[src/rtl/ktx_pkg.sv]
// ----------------------------------------------------------------------------
// ktx_pkg: shared types and constants of the ktx1 container parser
// holds the result record, the queue depth and the gl code table
// ----------------------------------------------------------------------------
package ktx_pkg;

  localparam int unsigned DEF_MAX_LEVELS    = 24;
  localparam int unsigned DEF_MAX_DIMENSION = 65536;
  localparam int unsigned QDEPTH            = 4;
  localparam int unsigned QAW               = 2;

  localparam logic [2:0] K_DESC  = 3'd0;
  localparam logic [2:0] K_PIXEL = 3'd1;
  localparam logic [2:0] K_RAW   = 3'd2;
  localparam logic [2:0] K_DONE  = 3'd3;
  localparam logic [2:0] K_ERROR = 3'd4;

  localparam logic [2:0] E_SHORT  = 3'd0;
  localparam logic [2:0] E_ZERO   = 3'd1;
  localparam logic [2:0] E_NOT2D  = 3'd2;
  localparam logic [2:0] E_IMPL   = 3'd3;
  localparam logic [2:0] E_UNSUP  = 3'd4;
  localparam logic [2:0] E_ICUT   = 3'd5;
  localparam logic [2:0] E_DCUT   = 3'd6;
  localparam logic [2:0] E_LSHORT = 3'd7;

  localparam logic [2:0] M_RGBA8 = 3'd0;
  localparam logic [2:0] M_BGRA8 = 3'd1;
  localparam logic [2:0] M_RGB8  = 3'd2;
  localparam logic [2:0] M_F16   = 3'd3;
  localparam logic [2:0] M_F32   = 3'd4;
  localparam logic [2:0] M_BC7   = 3'd5;
  localparam logic [2:0] M_BC6H  = 3'd6;
  localparam logic [2:0] M_BCDEC = 3'd7;

  typedef struct packed {
    logic [2:0]  kind;
    logic [4:0]  level_index;
    logic [16:0] level_width;
    logic [16:0] level_height;
    logic [2:0]  mode;
    logic [2:0]  bc_kind;
    logic [31:0] data_word;
    logic [2:0]  error_code;
    logic        last;
  } ktx_res_t;

  // up to two results per byte
  typedef struct packed {
    logic     v0;
    logic     v1;
    ktx_res_t r0;
    ktx_res_t r1;
  } ktx_pair_t;

  typedef struct packed {
    logic       ok;
    logic [2:0] mode;
    logic [2:0] bc;
  } ktx_cls_t;

  function automatic ktx_cls_t ktx_classify(input logic [31:0] t, input logic [31:0] f,
                                            input logic [31:0] i);
    ktx_cls_t c;
    c = '0;
    if (t == 32'h0) begin
      c.ok = 1'b1;
      c.mode = M_BCDEC;
      case (i)
        32'h83F0, 32'h83F1, 32'h8C4C, 32'h8C4D: c.bc = 3'd0;
        32'h83F2, 32'h8C4E: c.bc = 3'd1;
        32'h83F3, 32'h8C4F: c.bc = 3'd2;
        32'h8DBB, 32'h8DBC: c.bc = 3'd3;
        32'h8DBD, 32'h8DBE: c.bc = 3'd4;
        32'h8E8C, 32'h8E8D: c.mode = M_BC7;
        32'h8E8E, 32'h8E8F: c.mode = M_BC6H;
        default: c.ok = 1'b0;
      endcase
    end else if (t == 32'h1401) begin
      c.ok = 1'b1;
      if (f == 32'h80E1) c.mode = M_BGRA8;
      else if (f == 32'h1908 || i == 32'h8058 || i == 32'h8C43) c.mode = M_RGBA8;
      else if (f == 32'h1907 || i == 32'h8051 || i == 32'h8C41) c.mode = M_RGB8;
      else c.ok = 1'b0;
    end else if (t == 32'h140B && (f == 32'h1908 || i == 32'h881A)) begin
      c.ok = 1'b1;
      c.mode = M_F16;
    end else if (t == 32'h1406 && (f == 32'h1908 || i == 32'h8814)) begin
      c.ok = 1'b1;
      c.mode = M_F32;
    end
    return c;
  endfunction

  function automatic logic [31:0] ktx_swap(input logic [31:0] w, input logic be);
    return be ? {w[7:0], w[15:8], w[23:16], w[31:24]} : w;
  endfunction

endpackage

[src/rtl/ktx_front.sv]
// ----------------------------------------------------------------------------
// ktx_front: byte parser of the ktx1 container
// tracks header, skip, index and data phases and builds the results of a byte
// ----------------------------------------------------------------------------
module ktx_front import ktx_pkg::*; #(
  parameter int unsigned MAX_LEVELS    = DEF_MAX_LEVELS,
  parameter int unsigned MAX_DIMENSION = DEF_MAX_DIMENSION
) (
  input  logic        clk,
  input  logic        rst_n,
  input  logic [31:0] file_length,
  input  logic        go,
  input  logic [7:0]  byte_in,
  input  logic        end_of_file,
  output logic        busy,
  output ktx_pair_t   pair
);

  localparam logic [2:0] PH_HEADER = 3'd0;
  localparam logic [2:0] PH_SKIP   = 3'd1;
  localparam logic [2:0] PH_INDEX  = 3'd2;
  localparam logic [2:0] PH_DATA   = 3'd3;
  localparam logic [2:0] PH_HALT   = 3'd4;
  localparam logic [2:0] PH_NEED   = 3'd5;

  localparam logic [17:0] DIM_LIM = 18'(MAX_DIMENSION);
  localparam logic [5:0]  LVL_LIM = 6'(MAX_LEVELS);

  logic [2:0]  phase_r, phase_nxt;
  logic [32:0] offs_r, offs_nxt;
  logic [31:0] wasm_r, wasm_nxt;
  logic [5:0]  hb_r, hb_nxt;
  logic [1:0]  wb_r, wb_nxt;
  logic        be_r, be_nxt;
  logic [31:0] gt_r, gt_nxt, gf_r, gf_nxt, gi_r, gi_nxt;
  logic [16:0] bw_r, bw_nxt, bh_r, bh_nxt;
  logic [5:0]  mips_r, mips_nxt;
  logic [31:0] kvl_r, kvl_nxt;
  logic        n2d_r, n2d_nxt;
  logic [4:0]  lvl_r, lvl_nxt;
  logic [2:0]  mode_r, mode_nxt, bc_r, bc_nxt;
  logic [31:0] isz_r, isz_nxt;
  logic [31:0] left_r, left_nxt;
  logic [18:0] rpos_r, rpos_nxt;
  logic [1:0]  pk_r, pk_nxt;
  logic [31:0] pix_r, pix_nxt;
  logic [32:0] skip_r, skip_nxt;
  logic [16:0] lw_r, lh_r;
  logic [18:0] act_r, stride_r;
  logic [35:0] need_r;
  logic [1:0]  needst_r, needst_nxt;
  logic [19:0] pa_r, pb_r;

  ktx_pair_t   pr;

  // level size: computed in a short sequence after the level index advances
  function automatic logic [16:0] ldim(input logic [16:0] b, input logic [4:0] l);
    logic [16:0] v;
    v = b >> l;
    return (v == 17'd0) ? 17'd1 : v;
  endfunction

  always_ff @(posedge clk) begin
    lw_r <= ldim(bw_r, lvl_r);
    lh_r <= ldim(bh_r, lvl_r);
    case (mode_r)
      M_RGB8: act_r <= 19'({2'b0, lw_r} * 3);
      default: act_r <= {lw_r, 2'b00};
    endcase
    stride_r <= (act_r + 19'd3) & ~19'd3;
    case (mode_r)
      M_RGBA8, M_BGRA8, M_RGB8: begin
        pa_r <= {1'b0, stride_r};
        pb_r <= {3'b0, lh_r};
      end
      M_F16: begin
        pa_r <= {lw_r, 3'b000};
        pb_r <= {3'b0, lh_r};
      end
      M_F32: begin
        pa_r <= {lw_r[15:0], 4'b0000};
        pb_r <= {3'b0, lh_r};
      end
      M_BCDEC: begin
        pa_r <= 20'((18'(lw_r) + 18'd3) >> 2) << ((bc_r == 3'd0 || bc_r == 3'd3) ? 3 : 4);
        pb_r <= 20'((18'(lh_r) + 18'd3) >> 2);
      end
      default: begin
        pa_r <= '0;
        pb_r <= '0;
      end
    endcase
    need_r <= 36'(pa_r * pb_r);
  end

  assign busy = (phase_r == PH_NEED);
  assign pair = pr;

  always_comb begin
    logic [31:0] w, raw, p;
    logic [5:0]  hb;
    logic        fin, tmp;
    logic [1:0]  n;
    logic [31:0] used;
    logic [1:0]  pad;
    ktx_res_t    rr;
    ktx_cls_t    cls;
    logic [5:0]  mc;
    logic [16:0] bh;
    phase_nxt = phase_r;  offs_nxt = offs_r;  wasm_nxt = wasm_r;  hb_nxt = hb_r;
    wb_nxt = wb_r;  be_nxt = be_r;  gt_nxt = gt_r;  gf_nxt = gf_r;  gi_nxt = gi_r;
    bw_nxt = bw_r;  bh_nxt = bh_r;  mips_nxt = mips_r;  kvl_nxt = kvl_r;
    n2d_nxt = n2d_r;  lvl_nxt = lvl_r;  mode_nxt = mode_r;  bc_nxt = bc_r;
    isz_nxt = isz_r;  left_nxt = left_r;  rpos_nxt = rpos_r;  pk_nxt = pk_r;
    pix_nxt = pix_r;  skip_nxt = skip_r;  needst_nxt = needst_r;
    pr = '0;  n = 2'd0;  fin = 1'b0;
    w = '0;  raw = '0;  p = '0;  hb = '0;  tmp = 1'b0;  used = '0;  pad = '0;
    cls = '0;  mc = '0;  bh = '0;
    rr = '0;
    rr.level_index = lvl_r;
    rr.level_width = lw_r;
    rr.level_height = lh_r;
    rr.mode = mode_r;
    rr.bc_kind = (mode_r == M_BCDEC) ? bc_r : 3'd0;

    if (phase_r == PH_NEED) begin
      // wait for the level size pipeline to settle
      needst_nxt = needst_r + 2'd1;
      if (needst_r == 2'd3) phase_nxt = PH_INDEX;
      fin = 1'b0;
    end else if (go) begin
      if (phase_r != PH_HALT) offs_nxt = offs_r + 33'd1;
      case (phase_r)
        PH_HEADER: begin
          hb = hb_r;
          raw = wasm_r | (32'(byte_in) << {hb[1:0], 3'b000});
          wasm_nxt = raw;
          hb_nxt = hb_r + 6'd1;
          if (hb[1:0] == 2'd3) begin
            wasm_nxt = '0;
            w = ktx_swap(raw, be_r);
            case (hb[5:2])
              4'd0: be_nxt = (raw == 32'h01020304);
              4'd1: gt_nxt = w;
              4'd3: gf_nxt = w;
              4'd4: gi_nxt = w;
              4'd6: bw_nxt = (w > 32'h1FFFF) ? 17'h1FFFF : w[16:0];
              4'd7: bh_nxt = (w > 32'h1FFFF) ? 17'h1FFFF : w[16:0];
              4'd8, 4'd9, 4'd10: if (w > 32'd1) n2d_nxt = 1'b1;
              4'd11: mips_nxt = (w > 32'd63) ? 6'd63 : w[5:0];
              4'd12: kvl_nxt = w;
              default: ;
            endcase
          end
          if (hb == 6'd51) begin
            bh = (bh_nxt == 17'd0) ? 17'd1 : bh_nxt;
            mc = (mips_nxt == 6'd0) ? 6'd1 : mips_nxt;
            bh_nxt = bh;
            mips_nxt = mc;
            cls = ktx_classify(gt_r, gf_r, gi_r);
            rr = '0;  rr.kind = K_ERROR;
            if (file_length < 32'd64) begin
              rr.error_code = E_SHORT;  n = 2'd1;
            end else if (bw_r == 17'd0) begin
              rr.error_code = E_ZERO;  n = 2'd1;
            end else if (n2d_nxt) begin
              rr.error_code = E_NOT2D;  n = 2'd1;
            end else if ({1'b0, bw_r} > DIM_LIM || {1'b0, bh} > DIM_LIM || mc > LVL_LIM) begin
              rr.error_code = E_IMPL;  n = 2'd1;
            end else if (!cls.ok) begin
              rr.error_code = E_UNSUP;  n = 2'd1;
            end else begin
              mode_nxt = cls.mode;
              bc_nxt = cls.bc;
              lvl_nxt = '0;
              if (kvl_nxt != 32'd0) begin
                skip_nxt = {1'b0, kvl_nxt};
                phase_nxt = PH_SKIP;
              end else if (offs_nxt + 33'd4 > {1'b0, file_length}) begin
                rr.error_code = E_ICUT;  n = 2'd1;
              end else begin
                phase_nxt = PH_NEED;  needst_nxt = '0;  wb_nxt = '0;  wasm_nxt = '0;
              end
            end
            if (n != 2'd0) phase_nxt = PH_HALT;
            pr.r0 = rr;
          end
        end
        PH_SKIP: begin
          skip_nxt = skip_r - 33'd1;
          if (skip_r == 33'd1) begin
            if (offs_nxt + 33'd4 > {1'b0, file_length}) begin
              rr = '0;  rr.kind = K_ERROR;  rr.error_code = E_ICUT;  n = 2'd1;
              phase_nxt = PH_HALT;
            end else begin
              phase_nxt = PH_NEED;  needst_nxt = '0;  wb_nxt = '0;  wasm_nxt = '0;
            end
            pr.r0 = rr;
          end
        end
        PH_INDEX: begin
          raw = wasm_r | (32'(byte_in) << {wb_r, 3'b000});
          wasm_nxt = raw;
          wb_nxt = wb_r + 2'd1;
          if (wb_r == 2'd3) begin
            wasm_nxt = '0;
            w = ktx_swap(raw, be_r);
            isz_nxt = w;
            if (offs_nxt + {1'b0, w} > {1'b0, file_length}) begin
              rr = '0;  rr.kind = K_ERROR;  rr.error_code = E_DCUT;  n = 2'd1;
              phase_nxt = PH_HALT;
              pr.r0 = rr;
            end else if (need_r > {4'b0, w}) begin
              rr = '0;  rr.kind = K_ERROR;  rr.error_code = E_LSHORT;  n = 2'd1;
              phase_nxt = PH_HALT;
              pr.r0 = rr;
            end else begin
              rr.kind = K_DESC;  pr.r0 = rr;  n = 2'd1;
              used = (need_r != 36'd0) ? need_r[31:0] : w;
              left_nxt = used;
              rpos_nxt = '0;  pk_nxt = '0;  pix_nxt = '0;
              phase_nxt = PH_DATA;
              if (used == 32'd0) begin
                tmp = 1'b1;
              end
            end
          end
        end
        PH_DATA: begin
          if (mode_r <= M_RGB8) begin
            if (rpos_r < act_r) begin
              p = pix_r | (32'(byte_in) << {pk_r, 3'b000});
              pix_nxt = p;
              if ((mode_r == M_RGB8 && pk_r == 2'd2) || pk_r == 2'd3) begin
                if (mode_r == M_BGRA8) p = {p[31:24], p[7:0], p[15:8], p[23:16]};
                else if (mode_r == M_RGB8) p = p | 32'hFF000000;
                rr.kind = K_PIXEL;  rr.data_word = p;  pr.r0 = rr;  n = 2'd1;
                pix_nxt = '0;  pk_nxt = '0;
              end else begin
                pk_nxt = pk_r + 2'd1;
              end
            end
            rpos_nxt = rpos_r + 19'd1;
            if (rpos_r + 19'd1 >= stride_r) rpos_nxt = '0;
          end else begin
            raw = wasm_r | (32'(byte_in) << {wb_r, 3'b000});
            wasm_nxt = raw;
            wb_nxt = wb_r + 2'd1;
            if (wb_r == 2'd3 || left_r == 32'd1) begin
              rr.kind = K_RAW;  rr.data_word = raw;  pr.r0 = rr;  n = 2'd1;
              wasm_nxt = '0;  wb_nxt = '0;
            end
          end
          left_nxt = left_r - 32'd1;
          if (left_r == 32'd1) tmp = 1'b1;
        end
        default: ;
      endcase

      // level finished
      if (tmp) begin
        rr = '0;
        if ({1'b0, lvl_r} + 6'd1 >= mips_r) begin
          rr.kind = K_DONE;
          phase_nxt = PH_HALT;
          if (n == 2'd0) pr.r0 = rr; else pr.r1 = rr;
          n = n + 2'd1;
        end else begin
          used = (need_r != 36'd0) ? need_r[31:0] : isz_r;
          if (phase_r == PH_INDEX) used = (need_r != 36'd0) ? need_r[31:0] : isz_nxt;
          w = (phase_r == PH_INDEX) ? isz_nxt : isz_r;
          pad = 2'd3 - 2'(w + 32'd3);
          lvl_nxt = lvl_r + 5'd1;
          skip_nxt = {1'b0, w - used} + 33'(pad);
          if (skip_nxt != 33'd0) begin
            phase_nxt = PH_SKIP;
          end else if (offs_nxt + 33'd4 > {1'b0, file_length}) begin
            rr.kind = K_ERROR;  rr.error_code = E_ICUT;
            phase_nxt = PH_HALT;
            rr.level_index = '0;
            if (n == 2'd0) pr.r0 = rr; else pr.r1 = rr;
            n = n + 2'd1;
          end else begin
            phase_nxt = PH_NEED;  needst_nxt = '0;  wb_nxt = '0;  wasm_nxt = '0;
          end
        end
      end

      if (end_of_file) begin
        if (phase_nxt != PH_HALT) begin
          rr = '0;  rr.kind = K_ERROR;
          rr.error_code = (phase_r == PH_HEADER && phase_nxt == PH_HEADER) ? E_SHORT :
                          (phase_nxt == PH_DATA) ? E_DCUT : E_ICUT;
          if (n == 2'd0) pr.r0 = rr; else pr.r1 = rr;
          n = n + 2'd1;
        end
        fin = 1'b1;
      end
      if (n == 2'd1) pr.r0.last = 1'b1;
      if (n == 2'd2) pr.r1.last = 1'b1;
      pr.v0 = (n != 2'd0);
      pr.v1 = (n == 2'd2);
    end

    if (fin) begin
      phase_nxt = PH_HEADER;  offs_nxt = 33'd12;  wasm_nxt = '0;  hb_nxt = '0;
      wb_nxt = '0;  be_nxt = 1'b0;  gt_nxt = '0;  gf_nxt = '0;  gi_nxt = '0;
      bw_nxt = '0;  bh_nxt = '0;  mips_nxt = '0;  kvl_nxt = '0;  n2d_nxt = 1'b0;
      lvl_nxt = '0;  mode_nxt = '0;  bc_nxt = '0;  isz_nxt = '0;  left_nxt = '0;
      rpos_nxt = '0;  pk_nxt = '0;  pix_nxt = '0;  skip_nxt = '0;
    end
  end

  always_ff @(posedge clk) begin
    if (!rst_n) begin
      phase_r <= PH_HEADER;  offs_r <= 33'd12;  wasm_r <= '0;  hb_r <= '0;
      wb_r <= '0;  be_r <= 1'b0;  gt_r <= '0;  gf_r <= '0;  gi_r <= '0;
      bw_r <= '0;  bh_r <= '0;  mips_r <= '0;  kvl_r <= '0;  n2d_r <= 1'b0;
      lvl_r <= '0;  mode_r <= '0;  bc_r <= '0;  isz_r <= '0;  left_r <= '0;
      rpos_r <= '0;  pk_r <= '0;  pix_r <= '0;  skip_r <= '0;  needst_r <= '0;
    end else begin
      phase_r <= phase_nxt;  offs_r <= offs_nxt;  wasm_r <= wasm_nxt;  hb_r <= hb_nxt;
      wb_r <= wb_nxt;  be_r <= be_nxt;  gt_r <= gt_nxt;  gf_r <= gf_nxt;  gi_r <= gi_nxt;
      bw_r <= bw_nxt;  bh_r <= bh_nxt;  mips_r <= mips_nxt;  kvl_r <= kvl_nxt;
      n2d_r <= n2d_nxt;  lvl_r <= lvl_nxt;  mode_r <= mode_nxt;  bc_r <= bc_nxt;
      isz_r <= isz_nxt;  left_r <= left_nxt;  rpos_r <= rpos_nxt;  pk_r <= pk_nxt;
      pix_r <= pix_nxt;  skip_r <= skip_nxt;  needst_r <= needst_nxt;
    end
  end

endmodule

[src/rtl/ktx_back.sv]
// ----------------------------------------------------------------------------
// ktx_back: result queue and output stage
// buffers result pairs and, while out_stall is low, hands results out one per cycle
// ----------------------------------------------------------------------------
module ktx_back import ktx_pkg::*; (
  input  logic      clk,
  input  logic      rst_n,
  input  logic      push,
  input  ktx_pair_t pair,
  output logic      room,
  output logic      out_valid,
  input  logic      out_stall,
  output ktx_res_t  res
);

  ktx_pair_t       q_r [QDEPTH];
  logic [QAW-1:0]  wp_r, rp_r;
  logic [QAW:0]    cnt_r;
  logic            half_r;

  logic            pop;
  ktx_pair_t       head;

  assign head      = q_r[rp_r];
  assign out_valid = (cnt_r != '0);
  assign res       = half_r ? head.r1 : head.r0;
  assign room      = (cnt_r < (QAW+1)'(QDEPTH - 1));
  assign pop       = out_valid && !out_stall && (half_r || !head.v1);

  always_ff @(posedge clk) begin
    if (push) q_r[wp_r] <= pair;
  end

  always_ff @(posedge clk) begin
    if (!rst_n) begin
      wp_r <= '0;  rp_r <= '0;  cnt_r <= '0;  half_r <= 1'b0;
    end else begin
      if (push) wp_r <= wp_r + 1'b1;
      if (pop) rp_r <= rp_r + 1'b1;
      cnt_r <= cnt_r + (QAW+1)'(push) - (QAW+1)'(pop);
      if (out_valid && !out_stall) half_r <= head.v1 && !half_r;
    end
  end

endmodule

[src/rtl/ktx1_container_parser_unit.sv]
// ----------------------------------------------------------------------------
// ktx1_container_parser_unit: ktx1 texture container byte parser
// ----------------------------------------------------------------------------
// usage: write cfg_file_length while idle, then stream the file bytes that
// follow the 12-byte identifier on in_byte_in, with in_end_of_file on the
// last byte. items move when valid is high and stall is low.
// results appear on out_* as descriptors, pixels, raw words, done or error.
// a result enters the result queue when its byte is taken.
// bytes move at one byte per cycle while in_stall is low; before each level
// size word the parser waits while the level size multiplier settles.
// a byte giving two results hands them out one after the other.
// a small result queue parts parser and output, so in_stall rises only
// when the queue is near full or during the level size wait.
// reset (rst_n low, synchronous) clears the parser and empties the queue.
// when out_stall is high results wait in the queue, unchanged on the port.
// ----------------------------------------------------------------------------
module ktx1_container_parser_unit import ktx_pkg::*; #(
  parameter int unsigned MAX_LEVELS    = DEF_MAX_LEVELS,
  parameter int unsigned MAX_DIMENSION = DEF_MAX_DIMENSION
) (
  input  logic        clk,
  input  logic        rst_n,
  input  logic        cfg_we,
  input  logic [31:0] cfg_file_length,
  input  logic        in_valid,
  output logic        in_stall,
  input  logic [7:0]  in_byte_in,
  input  logic        in_end_of_file,
  output logic        out_valid,
  input  logic        out_stall,
  output logic [2:0]  out_kind,
  output logic [4:0]  out_level_index,
  output logic [16:0] out_level_width,
  output logic [16:0] out_level_height,
  output logic [2:0]  out_mode,
  output logic [2:0]  out_bc_kind,
  output logic [31:0] out_data_word,
  output logic [2:0]  out_error_code,
  output logic        out_last
);

  logic [31:0] flen_r;
  logic        busy, room, go;
  ktx_pair_t   pair;
  ktx_res_t    res;

  always_ff @(posedge clk) begin
    if (!rst_n) flen_r <= '0;
    else if (cfg_we) flen_r <= cfg_file_length;
  end

  assign in_stall = busy || !room;
  assign go = in_valid && !in_stall;

  ktx_front #(.MAX_LEVELS(MAX_LEVELS), .MAX_DIMENSION(MAX_DIMENSION)) u_front (
    .clk(clk), .rst_n(rst_n), .file_length(flen_r), .go(go),
    .byte_in(in_byte_in), .end_of_file(in_end_of_file), .busy(busy), .pair(pair)
  );

  ktx_back u_back (
    .clk(clk), .rst_n(rst_n), .push(go && pair.v0), .pair(pair), .room(room),
    .out_valid(out_valid), .out_stall(out_stall), .res(res)
  );

  assign out_kind         = res.kind;
  assign out_level_index  = res.level_index;
  assign out_level_width  = res.level_width;
  assign out_level_height = res.level_height;
  assign out_mode         = res.mode;
  assign out_bc_kind      = res.bc_kind;
  assign out_data_word    = res.data_word;
  assign out_error_code   = res.error_code;
  assign out_last         = res.last;

endmodule

[config.mk]
export PLATFORM = sky130hd
export DESIGN_NAME = ktx1_container_parser_unit
export DESIGN_NICKNAME = d
export VERILOG_FILES = /design/src/rtl/ktx_pkg.sv /design/src/rtl/ktx_front.sv /design/src/rtl/ktx_back.sv /design/src/rtl/ktx1_container_parser_unit.sv
export SDC_FILE = /design/constraint.sdc
export NUM_CORES = 2
export LEC_CHECK = 0
export BUFFER_PORTS_ARGS = -buffer_cell sky130_fd_sc_hd__buf_2
export CORE_MARGIN = 4
export CORE_UTILIZATION = 60
export CTS_CLUSTER_DIAMETER = 60
export DETAILED_ROUTE_END_ITERATION = 12
export PLACE_DENSITY = 0.77
export SLEW_MARGIN = 10
export SYNTH_ARGS = -nofsm -noshare
export SYNTH_HDL_FRONTEND = slang
export SYNTH_SLANG_ARGS = --single-unit
[constraint.sdc]
create_clock -name clk -period 11.14 [get_ports clk]
set_input_delay 0 -clock clk [delete_from_list [all_inputs] [get_ports clk]]
set_output_delay 0 -clock clk [all_outputs]
set_load 0.02 [all_outputs]
* Word-level counts from Yosys, hierarchy flattened
Memory sizes are Yosys's and may differ from the RTL's. A register that Yosys moved wholly into a read port is not among the register bits. Cells that the tools add are included. Widths: inputs -> output; s select.
Cells by class: add/sub/neg operators 25, multiply operators 2, order comparisons 15, equality and inequality tests 68, shifts and indexed selects 6, multiplexer cells 270, bitwise operators 9, reduce and logical (&&, ||, !) cells 72
Operator list (number):
- $mux 32 | 49
- $mux 84 | 14
- $mux 168 | 6
- $eq 32x16->1 const B | 23
- $mux 33 | 12
- $mux 170 | 2
- $pmux 84 s4 | 1
- $mux 83 | 2
- $eq 32x13->1 const B | 5
- $mux 17 | 8
- $mux 2 | 65
- $pmux 32 s2 | 2
- $pmux 32 s4 | 1
- $mux 19 | 6
- $mux 3 | 34
- $or 32x32->32 | 3
- $shl 8x5->32 | 3
- $mux 82 | 1
- $pmux 20 s4 | 1
- $logic_not 17->1 | 4
- $gt 33x32->1 | 2
- $pmux 33 s2 | 1
- $logic_not 32->1 | 2
- $mux 6 | 8
- 84 further kinds | 212
Word-level totals: register bits after elaboration 592, RAM bits 680, bits of input ports 46, output and inout port bits 86, word-level logic and storage cells 505, memories 1
Memories:
- u_back.q_r | words 4, width 170, rd ports 1, clocked after Yosys merged registers in 1, wr ports 1, RTL line ktx_back.sv:16 | ktx_pair_t q_r [QDEPTH];

* Longest topological paths before layout
depth in word-level cells 46, gate-level depth with buffers 48

* By module
From an unflattened synthesis, not the netlist that was laid out.
Unflattened totals: cell total of the unflattened synthesis 8064, area total of the unflattened synthesis 78499.0 sq um
By module, submodules not included:
- ktx_front | instances 1, cells each 6745, area each 51388.0 sq um
- ktx_back | instances 1, cells each 1213, area each 25846.0 sq um
- ktx1_container_parser_unit | instances 1, cells each 106, area each 1265.0 sq um

* Least setup slack after synthesis
No wires, ideal clock.
kind register to register, start register u_front.wb_r[0], end memory u_back.q_r[0][100] (netlist name), enable pin, arrival 9718 ps, slack 963 ps, cell stages (with the launch flop) 40, path buffers 3, cells stage by stage dfxtp_1 clkbuf_1 and2_1 clkbuf_1 a21oi_1 mux2i_1 ha_1 a21o_1 a21oi_1 o21bai_1 a21oi_1 o21bai_1 a211o_1 nand3_1 nand4_1 a311oi_1 o21ai_0 a21oi_1 [... 4 more ...] xnor2_1 ha_1 a2111oi_0 o221ai_1 a211o_1 o31ai_1 and3_1 nand3_1 o41a_1 nand2b_1 clkbuf_1 nor4b_1 a21boi_1 ha_1 nor2_1 a21o_1 a21oi_2 and2_1
On the way: word-level cells in the longest chain between the ends 32
Ends and longest elaborated chain:
- start, declared | RTL line ktx_front.sv:33 | logic [1:0] wb_r, wb_nxt;
- start signal, assigned | RTL line ktx_front.sv:323 | wb_r <= wb_nxt; be_r <= be_nxt; gt_r <= gt_nxt; gf_r <= gf_nxt; gi_r <= gi_nxt;
- $shl 8x5->32 | RTL line ktx_front.sv:202 | raw = wasm_r | (32'(byte_in) << {wb_r, 3'b000});
- $or 32x32->32 | RTL line ktx_front.sv:202
- $mux 32 | RTL line ktx_pkg.sv:96 | return be ? {w[7:0], w[15:8], w[23:16], w[31:24]} : w;
- $mux 32 | RTL line ktx_front.sv:205 | if (wb_r == 2'd3) begin
- $mux 32 | RTL line ktx_front.sv:133 | case (phase_r)
- $mux 32 | RTL line ktx_front.sv:131 | end else if (go) begin
- $mux 32 | RTL line ktx_front.sv:126 | if (phase_r == PH_NEED) begin
- $mux 32 (2 in a row) | RTL line ktx_front.sv:270 | if (phase_r == PH_INDEX) used = (need_r != 36'd0) ? need_r[31:0] : isz_nxt;
- [... 15 more ...]
- $mux 2 * | RTL line ktx_front.sv:131
- $mux 2 * | RTL line ktx_front.sv:126
- $reduce_bool 2->1 * | RTL line ktx_front.sv:301 | pr.v0 = (n != 2'd0);
- $mux 170 * | RTL line ktx_front.sv:131
- $mux 170 * | RTL line ktx_front.sv:126
- $logic_and 1x1->1 * | RTL line ktx1_container_parser_unit.sv:61 | .clk(clk), .rst_n(rst_n), .push(go && pair.v0), .pair(pair), .room(room),
- $mux 1 * | RTL line ktx_back.sv:31 | if (push) q_r[wp_r] <= pair;
- $mux 1 (implied by the code) * | RTL line ktx_back.sv:31
- end, declared | RTL line ktx_back.sv:16
Every way passes the cells marked *; elsewhere a longest branch is shown, timed or not. The select of a mux whose other input is x is not followed.

* Worst setup path after layout
start register u_front.wb_r[1], end register u_back.cnt_r[2]
On the way: word-level cells in the longest chain between the ends 32
Ends and longest elaborated chain:
- $shl 8x5->32 | RTL line ktx_front.sv:202
- $or 32x32->32 | RTL line ktx_front.sv:202
- $mux 32 | RTL line ktx_pkg.sv:96
- $mux 32 | RTL line ktx_front.sv:205
- $mux 32 | RTL line ktx_front.sv:133
- $mux 32 | RTL line ktx_front.sv:131
- $mux 32 | RTL line ktx_front.sv:126
- $mux 32 (2 in a row) | RTL line ktx_front.sv:270
- [... 15 more ...]
- $mux 2 * | RTL line ktx_front.sv:131
- $mux 2 * | RTL line ktx_front.sv:126
- $reduce_bool 2->1 * | RTL line ktx_front.sv:301
- $mux 170 * | RTL line ktx_front.sv:131
- $mux 170 * | RTL line ktx_front.sv:126
- $logic_and 1x1->1 * | RTL line ktx1_container_parser_unit.sv:61
- $add 3x1->3 * | RTL line ktx_back.sv:40 | cnt_r <= cnt_r + (QAW+1)'(push) - (QAW+1)'(pop);
- $sub 3x1->3 * | RTL line ktx_back.sv:40
- end signal, assigned | RTL line ktx_back.sv:40
- end, declared | RTL line ktx_back.sv:18 | logic [QAW:0] cnt_r;
Marked as above. A chain may end at the register's enable or synchronous reset.

==> metrics.txt <==
WP buf/inv 4; Routed Antenna Nets 0; filler instances 8445; minimum hold slack 404 ps; hold wc startpoint out_stall; RSZ-0062 raised after global routing false; Placed Cells 8741; CP Class reg -> reg; CTS clk-pin slew, worst paths 60 ps; CTS Buf Count 107; fin cells 9063; Ports 132; yosys warns 0; H-tree levels 3; clock sinks 954; ranking of synthesized cells by area dfxtp_1, edfxtp_1, fa_1, ha_1, nand2_1; Routed Wire Length 223000 microns; #FFs+latches synth 954; largest delay contributor family on the critical path compound AO/OA/AOI/OAI gates; outcome completed; most frequent cells in the layout nand2_1, nor2_1, a21oi_1; Post-CTS Setup Bufs 0; largest net degree at the start of global routing 212; number of cells on the critical path 44; layout cell share with drive strength beyond 1 8.98%; Die X-Extent 340 microns; Slowest-stage cell, CP o41a_1; initial antenna violation count 17; post-synth top area share 18.0%; CTS Buffer Depth 3; CORE AREA 109000 sq um; first-pass GRT wire length 339000 microns; Worst Hold Class in -> reg; DP Wirelength 160000 microns; Distinct cells, synth 111; ys async rst share 0%; worst reg2reg path depth 44; DR vias/cell 6.56; IR drop worst, VDD 140 uV; Initial Util 60.6%; drt wl/cell 24.6 microns; ys flop type dfxtp_1; Die Area 115000 sq um; 1st-iter DRT viols 8205; Synth Cell Area 66000 sq um; Synth Instances 7483; post-synth top area cell dfxtp_1; site row count 121; DRC 0; vias in the first global route 55700; root cell of the clock tree clkbuf_16; Seq/Total Area, Yosys 34.4%; Power Total 10.5 mW; final hold violation count 0; PortBufs 131; Rel. slew slack 18.7%; worst-margin pin slew 1210 ps; CTS tree done; top fanout value on the critical path 13; worst slack at placement 440 ps; fmax 94.8 MHz; setup TNS 0 ps; drt pass-1 iters 7; Worst EP required 11790 ps; worst setup margin 595 ps; Post-synth EDFFs 360; GRT Total Usage 37.5%; Worst path max stage delay 580 ps; FF-to-FF End u_back.cnt_r[2]; Max Cap Viol 0; final period utilization 94.7%; Period minus WS final 10540 ps; arrival time of the worst setup path 11190 ps; reg-to-reg startpoint u_front.wb_r[1]; Pwr Density 144 nW/um^2; storage element area 22700 sq um; syn_area_per_cell 8.82 sq um; GRT overflow 0; gpl congestion 1.04; hold path depth 6; Lkg Pwr 28.5 nW; most common cell after layout, fill and taps aside nand2_1; final setup vio count 0; Die Ht 340 microns; max-slew violations 0; CP startpoint kind register; Vias 59500; flop2flop setup slack 600 ps; nets 8215; synth-to-layout area growth 10.8%; Clock Latency Late Sink 770 ps; multi-input logic area 39800 sq um; Layout Skew 84.3 ps; CP Capture Type register
area by class of cell:
| type | instances | area share [%] |
|---|---|---|
| diodes | 9 | 0.0308 |
| clock buffers | 133 | 3.99 |
| clock inverters | 71 | 1.31 |
| inverters | 509 | 2.61 |
| multi-input cells | 5577 | 54.5 |
| flip-flops and latches | 954 | 31.1 |
| well taps | 1414 | 2.42 |
| repair buffers | 396 | 4.13 |
flip-flops by register name (all words and copies together), names as in the netlist, 19 cells and up, named ones only:
register,cells
flen_r,32
u_back.q_r,360
u_front.act_r,19
u_front.gf_r,32
u_front.gi_r,32
u_front.gt_r,32
u_front.isz_r,32
u_front.kvl_r,32
u_front.left_r,32
u_front.need_r,36
u_front.offs_r,33
u_front.pa_r,20
u_front.pix_r,32
u_front.rpos_r,19
u_front.skip_r,33
u_front.wasm_r,32
cell usage after synthesis (28+ instances only):
master    instances
and3_1           61
clkbuf_1        366
nor2_1          635
nand4_1          82
edfxtp_1        360
nand3b_1         35
xor2_1          100
nor2b_1         106
o21ai_0         316
o211ai_1         65
inv_1           505
o22ai_1          28
dfxtp_1         594
nand2_1         941
nand2b_1         46
mux2i_1         117
and2_1          270
a31oi_1          48
nand3_1         164
nor3_1          177
xnor2_1         174
a21o_1           73
buf_1            45
ha_1            351
or3_1            52
a211oi_1        104
nor4_1          101
mux4_2           94
fa_1            273
a22oi_1          42
a21oi_1         612
metal layers:
metal	global-route usage, %	routed length, microns	vias to the layer above
met5	0	69	-
met4	16.6	11500	10
met3	10.1	28300	785
met2	54.2	93200	3844
met1	53.0	89600	28400
li1	-	-	26500
how the worst max path moves through the flow:
stage,endpoint,slack [ps],startpoint
2_1_floorplan,u_back.q_r[0][100],960,u_front.wb_r[0]
3_3_place_gp,u_back.cnt_r[2],540,u_front.wb_r[0]
3_5_place_dp,u_back.cnt_r[2],440,u_front.phase_r[1]
4_1_cts,u_back.cnt_r[2],460,u_front.phase_r[1]
5_1_grt,u_back.cnt_r[2],60,u_front.wb_r[1]
6_report,u_back.cnt_r[2],600,u_front.wb_r[1]
worst min-delay path: stages:
cell	delay, ps
dlygate4sd3_1	530
buf_2	130
a211oi_1	130
nand2_1	120
xnor2_1	60
and2_1	150
logic make-up (layout without fill, tap and decap cells):
group / count (synthesis) / in the layout / synth area share, %
AO/OA/AOI/OAI: 1638 / 1638 / 15.6
XOR/XNOR: 274 / 274 / 3.64
multiplexers: 233 / 233 / 5.36
other: 1 / 11 / 0.00568
flip-flops: 954 / 954 / 34.4
adder cells (fa/ha/maj): 625 / 625 / 14.9
buffers and inverters: 953 / 1109 / 5.53
AND/OR/NAND/NOR: 2805 / 2805 / 20.6
through the flow:
stage	cell area [sq um]	utilization [%]
floorplan	66000	-
global placement	68100	62.5
detailed placement	68100	62.5
CTS	73100	67.0
global route	73100	67.1
finish	73100	67.1
power by group:
group,internal (mW),switching (mW),total [mW]
sequential,3.72,0.112,3.83
clock,2.21,1.60,3.80
combinational,1.02,1.86,2.89
repair_timing:
item                       4_1_cts  5_1_grt
setup endpoints to repair        0      291
hold endpoints to repair        89        0
gates resized for setup          0        8
hold buffers                   109        0
Power figures use the tool's default switching activity.
